## src/rtl/lks_pkg.sv

```systemverilog
// Shared types, constants and helpers for the line keyword search block.
// Used by every module under rtl/; depends on nothing else.
package lks_pkg;

	localparam int MAX_LINE      = 80;
	localparam int KEY_MAX       = 16;
	localparam int LINE_NUM_BITS = 20;

	localparam int COUNT_W = $clog2(MAX_LINE + 1);
	localparam int FILL_W  = $clog2(KEY_MAX + 1);

	localparam int KEY_LEN_W   = 5;
	localparam int KEY_BITS_W  = 128;
	localparam int CFG_DATA_W  = 64;
	localparam int CFG_ADDR_W  = 5;
	localparam int LINE_OUT_W  = 20;
	localparam int TEXT_WORDS  = 10;
	localparam int TEXT_BYTES  = 8 * TEXT_WORDS;
	localparam int S_DATA_W    = 16;
	localparam int M_FIELDS_W  = 8 + LINE_OUT_W + 64 * TEXT_WORDS;
	localparam int M_DATA_W    = ((M_FIELDS_W + 7) / 8) * 8;
	localparam int TEXT_LSB    = 8 + LINE_OUT_W;

	localparam int QUEUE_DEPTH = 4;
	localparam int QPTR_W      = $clog2(QUEUE_DEPTH);
	localparam int QCNT_W      = $clog2(QUEUE_DEPTH + 1);

	localparam logic [7:0] NEWLINE_BYTE = 8'd10;
	localparam logic [LINE_NUM_BITS-1:0] LINE_MAX = '1;

	// register indexes (address bits [4:3])
	localparam logic [1:0] REG_KEY_LEN  = 2'd0;
	localparam logic [1:0] REG_KEY_LOW  = 2'd1;
	localparam logic [1:0] REG_KEY_HIGH = 2'd2;

	// beat kinds passed from the front to the back
	localparam logic [1:0] KIND_DATA  = 2'd0;
	localparam logic [1:0] KIND_CLOSE = 2'd1;
	localparam logic [1:0] KIND_EOI   = 2'd2;

	typedef struct packed {
		logic [7:0] src;
		logic [7:0] data_byte;
		logic [1:0] kind;
	} entry_t;

	typedef struct packed {
		logic [FILL_W-1:0]     klen;
		logic [KEY_BITS_W-1:0] key_bits;
	} key_cfg_t;

	// Effective keyword length: clamp to KEY_MAX, stop before the first zero byte.
	function automatic logic [FILL_W-1:0] key_len(input logic [KEY_LEN_W-1:0] len,
			input logic [KEY_BITS_W-1:0] bits);
		logic [FILL_W-1:0] n;
		logic [FILL_W-1:0] res;
		n = (int'(len) > KEY_MAX) ? FILL_W'(KEY_MAX) : FILL_W'(len);
		res = n;
		for (int i = KEY_MAX - 1; i >= 0; i--) begin
			if ((FILL_W'(i) < n) && (bits[8*i +: 8] == 8'd0)) begin
				res = FILL_W'(i);
			end
		end
		return res;
	endfunction

endpackage

```

## src/rtl/lks_front.sv

```systemverilog
// Front end: accepts input beats, tracks segment length and the zero-byte cut,
// and classifies each byte. Depends on lks_pkg.
module lks_front (
	input  logic                     clk,
	input  logic                     arst_n,
	input  logic                     s_tvalid,
	output logic                     s_tready,
	input  logic [lks_pkg::S_DATA_W-1:0] s_tdata,
	input  logic                     s_tlast,
	output logic                     push_valid,
	input  logic                     push_ready,
	output lks_pkg::entry_t          push_data
);

	logic [lks_pkg::COUNT_W-1:0] count_q;
	logic                        zero_q;
	logic                        valid_s1;
	lks_pkg::entry_t             entry_s1;

	logic            accept;
	logic            keep;
	lks_pkg::entry_t entry_d;
	logic [7:0]      src;
	logic [7:0]      data_byte;

	assign src       = s_tdata[7:0];
	assign data_byte = s_tdata[15:8];
	assign s_tready  = !valid_s1 || push_ready;
	assign accept    = s_tvalid && s_tready;

	// Classify the beat; bytes after a zero byte and the zero byte itself are dropped
	always_comb begin
		entry_d.src       = src;
		entry_d.data_byte = data_byte;
		entry_d.kind      = lks_pkg::KIND_DATA;
		keep              = 1'b1;
		if (s_tlast) begin
			entry_d.kind = lks_pkg::KIND_EOI;
		end else if ((count_q >= lks_pkg::COUNT_W'(lks_pkg::MAX_LINE))
				|| (data_byte == lks_pkg::NEWLINE_BYTE)) begin
			entry_d.kind = lks_pkg::KIND_CLOSE;
		end else if (zero_q || (data_byte == 8'd0)) begin
			keep = 1'b0;
		end
	end

	// Advance segment length and zero-byte flag
	always_ff @(posedge clk or negedge arst_n) begin
		if (!arst_n) begin
			count_q <= '0;
			zero_q  <= 1'b0;
		end else if (accept) begin
			if (entry_d.kind != lks_pkg::KIND_DATA) begin
				count_q <= '0;
				zero_q  <= 1'b0;
			end else begin
				count_q <= count_q + 1'b1;
				if (data_byte == 8'd0) begin
					zero_q <= 1'b1;
				end
			end
		end
	end

	// Hold the classified beat until the queue takes it
	always_ff @(posedge clk or negedge arst_n) begin
		if (!arst_n) begin
			valid_s1 <= 1'b0;
		end else if (s_tready) begin
			valid_s1 <= accept && keep;
		end
	end

	always_ff @(posedge clk) begin
		if (accept) begin
			entry_s1 <= entry_d;
		end
	end

	assign push_valid = valid_s1;
	assign push_data  = entry_s1;

endmodule

```

## src/rtl/lks_queue.sv

```systemverilog
// Short queue of classified beats between front and back.
// Depends on lks_pkg for the entry type and depth.
module lks_queue (
	input  logic            clk,
	input  logic            arst_n,
	input  logic            push_valid,
	output logic            push_ready,
	input  lks_pkg::entry_t push_data,
	output logic            pop_valid,
	input  logic            pop_ready,
	output lks_pkg::entry_t pop_data
);

	lks_pkg::entry_t                  slot_q [lks_pkg::QUEUE_DEPTH];
	logic [lks_pkg::QPTR_W-1:0]       wr_q;
	logic [lks_pkg::QPTR_W-1:0]       rd_q;
	logic [lks_pkg::QCNT_W-1:0]       cnt_q;

	logic do_push;
	logic do_pop;

	assign push_ready = (cnt_q != lks_pkg::QCNT_W'(lks_pkg::QUEUE_DEPTH));
	assign pop_valid  = (cnt_q != '0);
	assign do_push    = push_valid && push_ready;
	assign do_pop     = pop_valid && pop_ready;
	assign pop_data   = slot_q[rd_q];

	// Advance pointers and fill count
	always_ff @(posedge clk or negedge arst_n) begin
		if (!arst_n) begin
			wr_q  <= '0;
			rd_q  <= '0;
			cnt_q <= '0;
		end else begin
			if (do_push) begin
				wr_q <= wr_q + 1'b1;
			end
			if (do_pop) begin
				rd_q <= rd_q + 1'b1;
			end
			if (do_push && !do_pop) begin
				cnt_q <= cnt_q + 1'b1;
			end else if (do_pop && !do_push) begin
				cnt_q <= cnt_q - 1'b1;
			end
		end
	end

	always_ff @(posedge clk) begin
		if (do_push) begin
			slot_q[wr_q] <= push_data;
		end
	end

endmodule

```

## src/rtl/lks_back.sv

```systemverilog
// Back end: builds the segment text, runs the keyword window compare, numbers
// lines and holds the result beat for the receiver. Depends on lks_pkg.
module lks_back (
	input  logic                         clk,
	input  logic                         arst_n,
	input  logic                         pop_valid,
	output logic                         pop_ready,
	input  lks_pkg::entry_t              pop_data,
	input  lks_pkg::key_cfg_t            key_cfg,
	output logic                         m_tvalid,
	input  logic                         m_tready,
	output logic [lks_pkg::M_DATA_W-1:0] m_tdata
);

	localparam int FW = lks_pkg::FILL_W;

	logic [7:0]                        store_q [lks_pkg::MAX_LINE];
	logic [lks_pkg::COUNT_W-1:0]       text_len_q;
	logic [7:0]                        win_q [lks_pkg::KEY_MAX];
	logic [FW-1:0]                     fill_q;
	logic                              found_q;
	logic [lks_pkg::LINE_NUM_BITS-1:0] line_q;

	logic                              out_valid_q;
	logic [7:0]                        out_src_q;
	logic [lks_pkg::LINE_OUT_W-1:0]    out_line_q;
	logic [7:0]                        out_text_q [lks_pkg::TEXT_BYTES];

	logic                              is_data;
	logic                              take;
	logic                              pop_data_beat;
	logic                              pop_close;
	logic                              emit;
	logic                              out_free;
	logic [7:0]                        win_n [lks_pkg::KEY_MAX];
	logic [FW-1:0]                     fill_n;
	logic                              eq;
	logic [FW-1:0]                     kidx;
	logic [lks_pkg::LINE_NUM_BITS-1:0] line_n;

	assign is_data       = (pop_data.kind == lks_pkg::KIND_DATA);
	assign out_free      = !out_valid_q || m_tready;
	assign pop_ready     = is_data || out_free;
	assign take          = pop_valid && pop_ready;
	assign pop_data_beat = take && is_data;
	assign pop_close     = take && !is_data;
	assign emit          = pop_close && (text_len_q != '0)
			&& ((key_cfg.klen == '0) || found_q);
	assign line_n        = (line_q == lks_pkg::LINE_MAX) ? line_q : line_q + 1'b1;

	// Shift the new byte into the window and compare its newest bytes against the keyword
	always_comb begin
		win_n[0] = pop_data.data_byte;
		for (int j = 1; j < lks_pkg::KEY_MAX; j++) begin
			win_n[j] = win_q[j-1];
		end
		fill_n = (fill_q == FW'(lks_pkg::KEY_MAX)) ? fill_q : fill_q + 1'b1;
		eq = (key_cfg.klen != '0) && (fill_n >= key_cfg.klen);
		for (int j = 0; j < lks_pkg::KEY_MAX; j++) begin
			kidx = key_cfg.klen - FW'(1) - FW'(j);
			if ((FW'(j) < key_cfg.klen)
					&& (win_n[j] != key_cfg.key_bits[8*kidx[FW-2:0] +: 8])) begin
				eq = 1'b0;
			end
		end
	end

	// Advance segment state; clear it and advance the line counter when a segment closes (end of input restarts it)
	always_ff @(posedge clk or negedge arst_n) begin
		if (!arst_n) begin
			text_len_q <= '0;
			fill_q     <= '0;
			found_q    <= 1'b0;
			line_q     <= '0;
		end else if (pop_data_beat) begin
			text_len_q <= text_len_q + 1'b1;
			fill_q     <= fill_n;
			if (eq) begin
				found_q <= 1'b1;
			end
		end else if (pop_close) begin
			text_len_q <= '0;
			fill_q     <= '0;
			found_q    <= 1'b0;
			line_q     <= (pop_data.kind == lks_pkg::KIND_EOI) ? '0 : line_n;
		end
	end

	// Write text bytes and window taps
	always_ff @(posedge clk) begin
		if (pop_data_beat) begin
			for (int i = 0; i < lks_pkg::MAX_LINE; i++) begin
				if (text_len_q == lks_pkg::COUNT_W'(i)) begin
					store_q[i] <= pop_data.data_byte;
				end
			end
			for (int j = 0; j < lks_pkg::KEY_MAX; j++) begin
				win_q[j] <= win_n[j];
			end
		end
	end

	// Hold the result beat until the receiver takes it
	always_ff @(posedge clk or negedge arst_n) begin
		if (!arst_n) begin
			out_valid_q <= 1'b0;
		end else if (emit) begin
			out_valid_q <= 1'b1;
		end else if (m_tready) begin
			out_valid_q <= 1'b0;
		end
	end

	always_ff @(posedge clk) begin
		if (emit) begin
			out_src_q  <= pop_data.src;
			out_line_q <= lks_pkg::LINE_OUT_W'(line_n);
			for (int p = 0; p < lks_pkg::TEXT_BYTES; p++) begin
				out_text_q[p] <= 8'd0;
				if (p < lks_pkg::MAX_LINE) begin
					if (lks_pkg::COUNT_W'(p) < text_len_q) begin
						out_text_q[p] <= store_q[p];
					end
				end
			end
		end
	end

	// Pack the result beat
	always_comb begin
		m_tdata        = '0;
		m_tdata[7:0]   = out_src_q;
		m_tdata[lks_pkg::TEXT_LSB-1:8] = out_line_q;
		for (int p = 0; p < lks_pkg::TEXT_BYTES; p++) begin
			m_tdata[lks_pkg::TEXT_LSB + 8*p +: 8] = out_text_q[p];
		end
	end

	assign m_tvalid = out_valid_q;

endmodule

```

## src/rtl/line_keyword_search.sv

```systemverilog
// Top level of the line keyword search block: APB register file plus the
// front, queue and back stages. Depends on lks_pkg, lks_front, lks_queue, lks_back.
//
// Usage: stream a file's bytes on the slave channel, one byte per beat, with
// tlast marking end of input (its byte is ignored). Each nonempty line segment
// (cut at newline, end of input, or a byte arriving while 80 bytes are held)
// that contains the keyword (or any, if the keyword is empty) yields one beat
// on the master channel with the file id, line number and zero-padded text.
// Throughput: one input beat per cycle, sustained, as long as results are
// taken; a closing beat stalls in the back stage only while the single result
// register is still full. A closing beat passes the front register, a queue
// slot and the result register before its result appears.
// Keyword registers are written over APB at byte addresses 0, 8 and 16, by the user
// only while the block is idle (not enforced by the block). The effective keyword
// length is registered in the cycle after. Reset clears segment state, the line
// counter and the registers; no clearing pass is needed. When the receiver stalls,
// the queue of four beats and the front register absorb input before s_tready drops.
module line_keyword_search (
	input  logic                             clk,
	input  logic                             arst_n,
	// s_tdata: source_id [7:0], text_byte [15:8]
	input  logic                             s_tvalid,
	output logic                             s_tready,
	input  logic [lks_pkg::S_DATA_W-1:0]     s_tdata,
	// s_tlast: end_of_input
	input  logic                             s_tlast,
	// m_tdata: origin_id [7:0], line_number [27:8], text_word_0..9 [667:28], zero pad
	output logic                             m_tvalid,
	input  logic                             m_tready,
	output logic [lks_pkg::M_DATA_W-1:0]     m_tdata,
	input  logic                             psel,
	input  logic                             penable,
	input  logic                             pwrite,
	input  logic [lks_pkg::CFG_ADDR_W-1:0]   paddr,
	input  logic [lks_pkg::CFG_DATA_W-1:0]   pwdata,
	output logic [lks_pkg::CFG_DATA_W-1:0]   prdata,
	output logic                             pready
);

	logic [lks_pkg::KEY_LEN_W-1:0] key_len_q;
	logic [63:0]                   key_low_q;
	logic [63:0]                   key_high_q;
	logic [lks_pkg::FILL_W-1:0]    klen_q;

	logic              wr_en;
	logic [1:0]        reg_idx;
	lks_pkg::key_cfg_t key_cfg;

	logic            push_valid;
	logic            push_ready;
	lks_pkg::entry_t push_data;
	logic            pop_valid;
	logic            pop_ready;
	lks_pkg::entry_t pop_data;

	assign pready  = 1'b1;
	assign reg_idx = paddr[4:3];
	assign wr_en   = psel && penable && pwrite && pready;

	// Write registers
	always_ff @(posedge clk or negedge arst_n) begin
		if (!arst_n) begin
			key_len_q  <= '0;
			key_low_q  <= '0;
			key_high_q <= '0;
		end else if (wr_en) begin
			case (reg_idx)
				lks_pkg::REG_KEY_LEN:  key_len_q  <= pwdata[lks_pkg::KEY_LEN_W-1:0];
				lks_pkg::REG_KEY_LOW:  key_low_q  <= pwdata;
				lks_pkg::REG_KEY_HIGH: key_high_q <= pwdata;
				default: ;
			endcase
		end
	end

	// Read back registers
	always_comb begin
		case (reg_idx)
			lks_pkg::REG_KEY_LEN:  prdata = lks_pkg::CFG_DATA_W'(key_len_q);
			lks_pkg::REG_KEY_LOW:  prdata = key_low_q;
			lks_pkg::REG_KEY_HIGH: prdata = key_high_q;
			default:               prdata = '0;
		endcase
	end

	// Register the effective keyword length
	always_ff @(posedge clk or negedge arst_n) begin
		if (!arst_n) begin
			klen_q <= '0;
		end else begin
			klen_q <= lks_pkg::key_len(key_len_q, {key_high_q, key_low_q});
		end
	end

	assign key_cfg.klen     = klen_q;
	assign key_cfg.key_bits = {key_high_q, key_low_q};

	lks_front u_front (
		.clk        (clk),
		.arst_n     (arst_n),
		.s_tvalid   (s_tvalid),
		.s_tready   (s_tready),
		.s_tdata    (s_tdata),
		.s_tlast    (s_tlast),
		.push_valid (push_valid),
		.push_ready (push_ready),
		.push_data  (push_data)
	);

	lks_queue u_queue (
		.clk        (clk),
		.arst_n     (arst_n),
		.push_valid (push_valid),
		.push_ready (push_ready),
		.push_data  (push_data),
		.pop_valid  (pop_valid),
		.pop_ready  (pop_ready),
		.pop_data   (pop_data)
	);

	lks_back u_back (
		.clk       (clk),
		.arst_n    (arst_n),
		.pop_valid (pop_valid),
		.pop_ready (pop_ready),
		.pop_data  (pop_data),
		.key_cfg   (key_cfg),
		.m_tvalid  (m_tvalid),
		.m_tready  (m_tready),
		.m_tdata   (m_tdata)
	);

endmodule

```

## config.mk

```make
export PLATFORM = sky130hd
export DESIGN_NAME = line_keyword_search
export DESIGN_NICKNAME = d
export VERILOG_FILES = /design/src/rtl/lks_pkg.sv /design/src/rtl/lks_front.sv /design/src/rtl/lks_queue.sv /design/src/rtl/lks_back.sv /design/src/rtl/line_keyword_search.sv
export SDC_FILE = /design/constraint.sdc
export NUM_CORES = 2
export LEC_CHECK = 0
export BUFFER_PORTS_ARGS = -buffer_cell sky130_fd_sc_hd__buf_2
export CAP_MARGIN = 30
export CORE_MARGIN = 2
export CORE_UTILIZATION = 35
export DETAILED_ROUTE_END_ITERATION = 16
export SYNTH_ARGS = -nofsm -noshare
export SYNTH_HDL_FRONTEND = slang
export SYNTH_SLANG_ARGS = --single-unit
```

## constraint.sdc

```tcl
create_clock -name clk -period 26.6 [get_ports clk]
set_input_delay 5.32 -clock clk [delete_from_list [all_inputs] [get_ports clk]]
set_output_delay 5.32 -clock clk [all_outputs]
set_load 0.005 [all_outputs]
```

==> summary.txt <==
Synth
  • Fraction of the mapped netlist area in adder cells: less than 1%
  • Seq cells post-synth: approximately 1,700
  • Cells after synthesis: 4,085
  • Distinct cell type count of the synthesized netlist: 72
  • Share of synthesized registers carrying an async set or reset: roughly 11%
  • Number of synthesized flops with an enable pin: approximately 1,500
  • Main combinational cell family by area after synthesis: multiplexers
  • Primary flip-flop cell chosen by synthesis mapping: sky130_fd_sc_hd__edfxtp_1
  • Sequential cell area fraction in the yosys report: between 70 and 80%
  • Fraction of synthesized cell area in xor and xnor cells: between 2 and 2.5%
  • Compound-Gate Fraction of Synth Area: approximately 3%
  • Share of the synthesized area in the top cell type: 66.1%
  • Cell types with the largest area share after synthesis: sky130_fd_sc_hd__edfxtp_1, sky130_fd_sc_hd__dfrtp_1, sky130_fd_sc_hd__and2_1
  • Post-synthesis cell area: just under 70,000 sq um
  • Mux share of post-synthesis cell area: ~11%
  • Basic-gate share of the synthesized area counting and, or, nand and nor cells: 9.30%
  • Mean Syn Cell Area: 16.9 sq um
  • Cell type with the largest total area after synthesis: sky130_fd_sc_hd__edfxtp_1
  • Total number of yosys warnings: 0

Setup path
  • Critical Path Fanout Max: 36
  • Required @ worst endpoint: roughly 21 ns
  • Category of the critical setup timing path: in -> out
  • Endpoint arrival time on the critical path: slightly above 7 ns
  • Endpoint type of the worst setup path: primary output
  • Startpoint type of the worst setup path: primary input
  • Worst setup startpoint: paddr[4]
  • Origin of the critical flop-to-flop path: u_queue.rd_q[1]$_DFFE_PN0P_

Cells and area
  • Number of nets in the layout: 5,158
  • Area delta synth->final: 19.8%
  • Non-filler cells in the finished layout: a little under 8,000
  • Filler instances: between 15,000 and 20,000
  • Leading cell type in the layout, fill and taps excluded: sky130_fd_sc_hd__edfxtp_1
  • Post-layout util: between 40% and 50%
  • Most frequent cells in the layout: sky130_fd_sc_hd__edfxtp_1, sky130_fd_sc_hd__buf_2, sky130_fd_sc_hd__and2_1
  • Fraction of final layout cells with drive strength greater than 1: between 30% and 40%

Floorplanning
  • Die extent in x: between 400 and 500 um
  • Count of standard-cell rows: about 160
  • Starting Density: between 30% and 40%
  • Ports placed on the boundary: about 830
  • Core footprint: between 150,000 and 200,000 sq um
  • Overall die height: ~450 um
  • Area of the die: about 200,000 sq um

Global routing
  • Maximum number of pins on one net before global-route repair: between 150 and 200
  • Total routing usage reported by global routing: 21.2%
  • Congestion Overflow GR: 0
  • Initial antenna violation count: 6
  • Via count of the first global-routing pass: around 38,000
  • Global-route wire length before repair: ~300 mm

Routing
  • Drt drc: 0
  • Via-per-instance ratio: slightly above 5
  • Total routed wirelength: approximately 220 mm
  • Via count of the routed design: ~40,000
  • Initial detailed-routing violation count: slightly above 4,000
  • Remaining antenna violation count: 0
  • Routed wire length per instance: approximately 28 um
  • Number of optimization iterations in the first detailed-route pass: 6

CTS
  • Clock slew at the register clock pins of the worst setup and hold paths: approximately 0.06 ns
  • Worst-skew pair later-pin latency: approximately 0.85 ns
  • Root Buffer Master: sky130_fd_sc_hd__clkbuf_16
  • TritonCTS clock tree: built
  • Hold Buf Count CTS: 0
  • Total clock sinks: between 1,500 and 2,000
  • Number of resized instances in the post-cts repair step: 0
  • CTS Buf Count: around 180
  • Number of H-tree levels: 4
  • Total setup buffers inserted after CTS: 0
  • Max Buffers Root-to-Sink: 3

Timing
  • F_max: ~0.08 GHz
  • Layout Skew: approximately 0.074 ns
  • Least-Margin Pin Slew: roughly 1.1 ns
  • Final setup violation count: 0
  • Endpoints failing hold: 0
  • Tightest slew margin relative to the limit: ~28%
  • Final max-slew violation count: 0
  • Minimum clock period: 12.50 ns
  • Final clock period utilization by the worst path: between 40% and 50%
  • Sum of negative setup slack: 0 ns
  • Setup repair after global routing missed its margin: no

Placed design
  • Cell count after placement: 7,478
  • Global placement routability congestion: roughly 0.94
  • Buffers on Ports: 823
  • Half-perimeter wire length of the detailed placement result: 155 mm

Worst hold path
  • Worst min-delay path startpoint: u_back.win_q[0][60]$_DFFE_PP_
  • Hold Crit Class: reg -> reg

Power and ir drop
  • Tot Pwr: between 10,000 and 15,000 uW
  • Power per unit of standard cell area: 125 nW/um^2
  • Worst voltage drop across the vdd grid: 167 uV
  • Static leakage: 0.0302 uW

Flow run
  • Max capacitance violation total: 0

Status
  • Result of the run: finished, final reports clean
[final cells by class]
class,count,area [sq um],share of cell area [%]
antenna,2,5.00,0.00606
clock buffer,219,4580,5.54
clock inverter,97,1120,1.36
inverter,25,109,0.132
multi-input combinational,2202,18000,21.8
sequential,1706,50300,60.9
tap,2624,3280,3.98
timing repair buffer,927,5170,6.26
[flip-flops by register name, summed over array words and instances, names as in the netlist, 7 cells and up]
| signal | cells |
|---|---|
| key_high_q | 64 |
| key_low_q | 64 |
| u_back.line_q | 20 |
| u_back.out_line_q | 20 |
| u_back.out_src_q | 8 |
| u_back.out_text_q | 640 |
| u_back.store_q | 640 |
| u_back.text_len_q | 7 |
| u_back.win_q | 120 |
| u_front.count_q | 7 |
| u_front.push_data | 18 |
| u_queue.slot_q | 72 |
[stage by stage]
stage               hold WS [ns]  cell area, sq um  setup slack (ns)
global placement           0.450             76400             14.16
finish                     0.443             82600             14.10
global route               0.442             82600             14.03
detailed placement         0.456             76700             14.15
floorplan                  0.448             69000              4.15
CTS                        0.435             82400             14.13
[worst max-delay path, stage by stage]
cell,delay (ns)
sky130_fd_sc_hd__buf_2,0.21
sky130_fd_sc_hd__nor2b_4,0.63
sky130_fd_sc_hd__buf_4,0.52
sky130_fd_sc_hd__a22o_1,0.31
sky130_fd_sc_hd__buf_2,0.15
[cell usage after synthesis (all sizes together), types with 48 or more instances]
| master | n |
|---|---|
| a21oi | 105 |
| a22o | 75 |
| and2 | 601 |
| buf | 69 |
| clkbuf | 86 |
| dfrtp | 188 |
| edfxtp | 1518 |
| mux2 | 197 |
| mux2i | 191 |
| mux4 | 149 |
| nand2 | 130 |
| nand3 | 48 |
| nor2 | 167 |
| o21ai | 61 |
| xnor2 | 73 |
| xor2 | 95 |
[where the power goes]
| group | internal [uW] | total [uW] | switching, uW |
|---|---|---|---|
| combinational | 1490 | 3990 | 2500 |
| clock | 1350 | 2430 | 1070 |
| sequential | 3560 | 3890 | 331 |
| total | 6400 | 10300 | 3910 |
[cells by family after synthesis]
kind of cell,after synthesis
DFF,1706
adders and majority gates,28
and+or+nand+nor,1152
AOI/OAI and AO/OA,312
buffers and inverters,180
other,2
xor gates and xnor gates,168
muxes,537
[routing by layer]
| layer | GRT usage, % | wire, um | up-vias |
|---|---|---|---|
| met5 | 0 | 0 | - |
| met4 | 9.20 | 9990 | 0 |
| met1 | 26.7 | 85500 | 20424 |
| met2 | 35.9 | 108000 | 1805 |
| li1 | - | - | 17394 |
| met3 | 3.76 | 14700 | 390 |
[worst paths after layout]
path / cells past startpoint / to / slack [ns]
hold reg to reg: 0 / u_back.win_q[1][4]$_DFFE_PP_ / 0.44
setup / recovery: 5 / prdata[61] / 14.10
hold / removal: 0 / u_back.win_q[1][4]$_DFFE_PP_ / 0.44
min in group asynchronous: 1 / key_high_q[37]$_DFFE_PN0P_ / 4.48
setup reg to reg: 12 / u_back.out_text_q[2][14]$_SDFFCE_PN0P_ / 20.01
max in group asynchronous: 4 / u_back.text_len_q[3]$_DFFE_PN0P_ / 20.27
No activity file was read; power rests on OpenSTA's default activity.
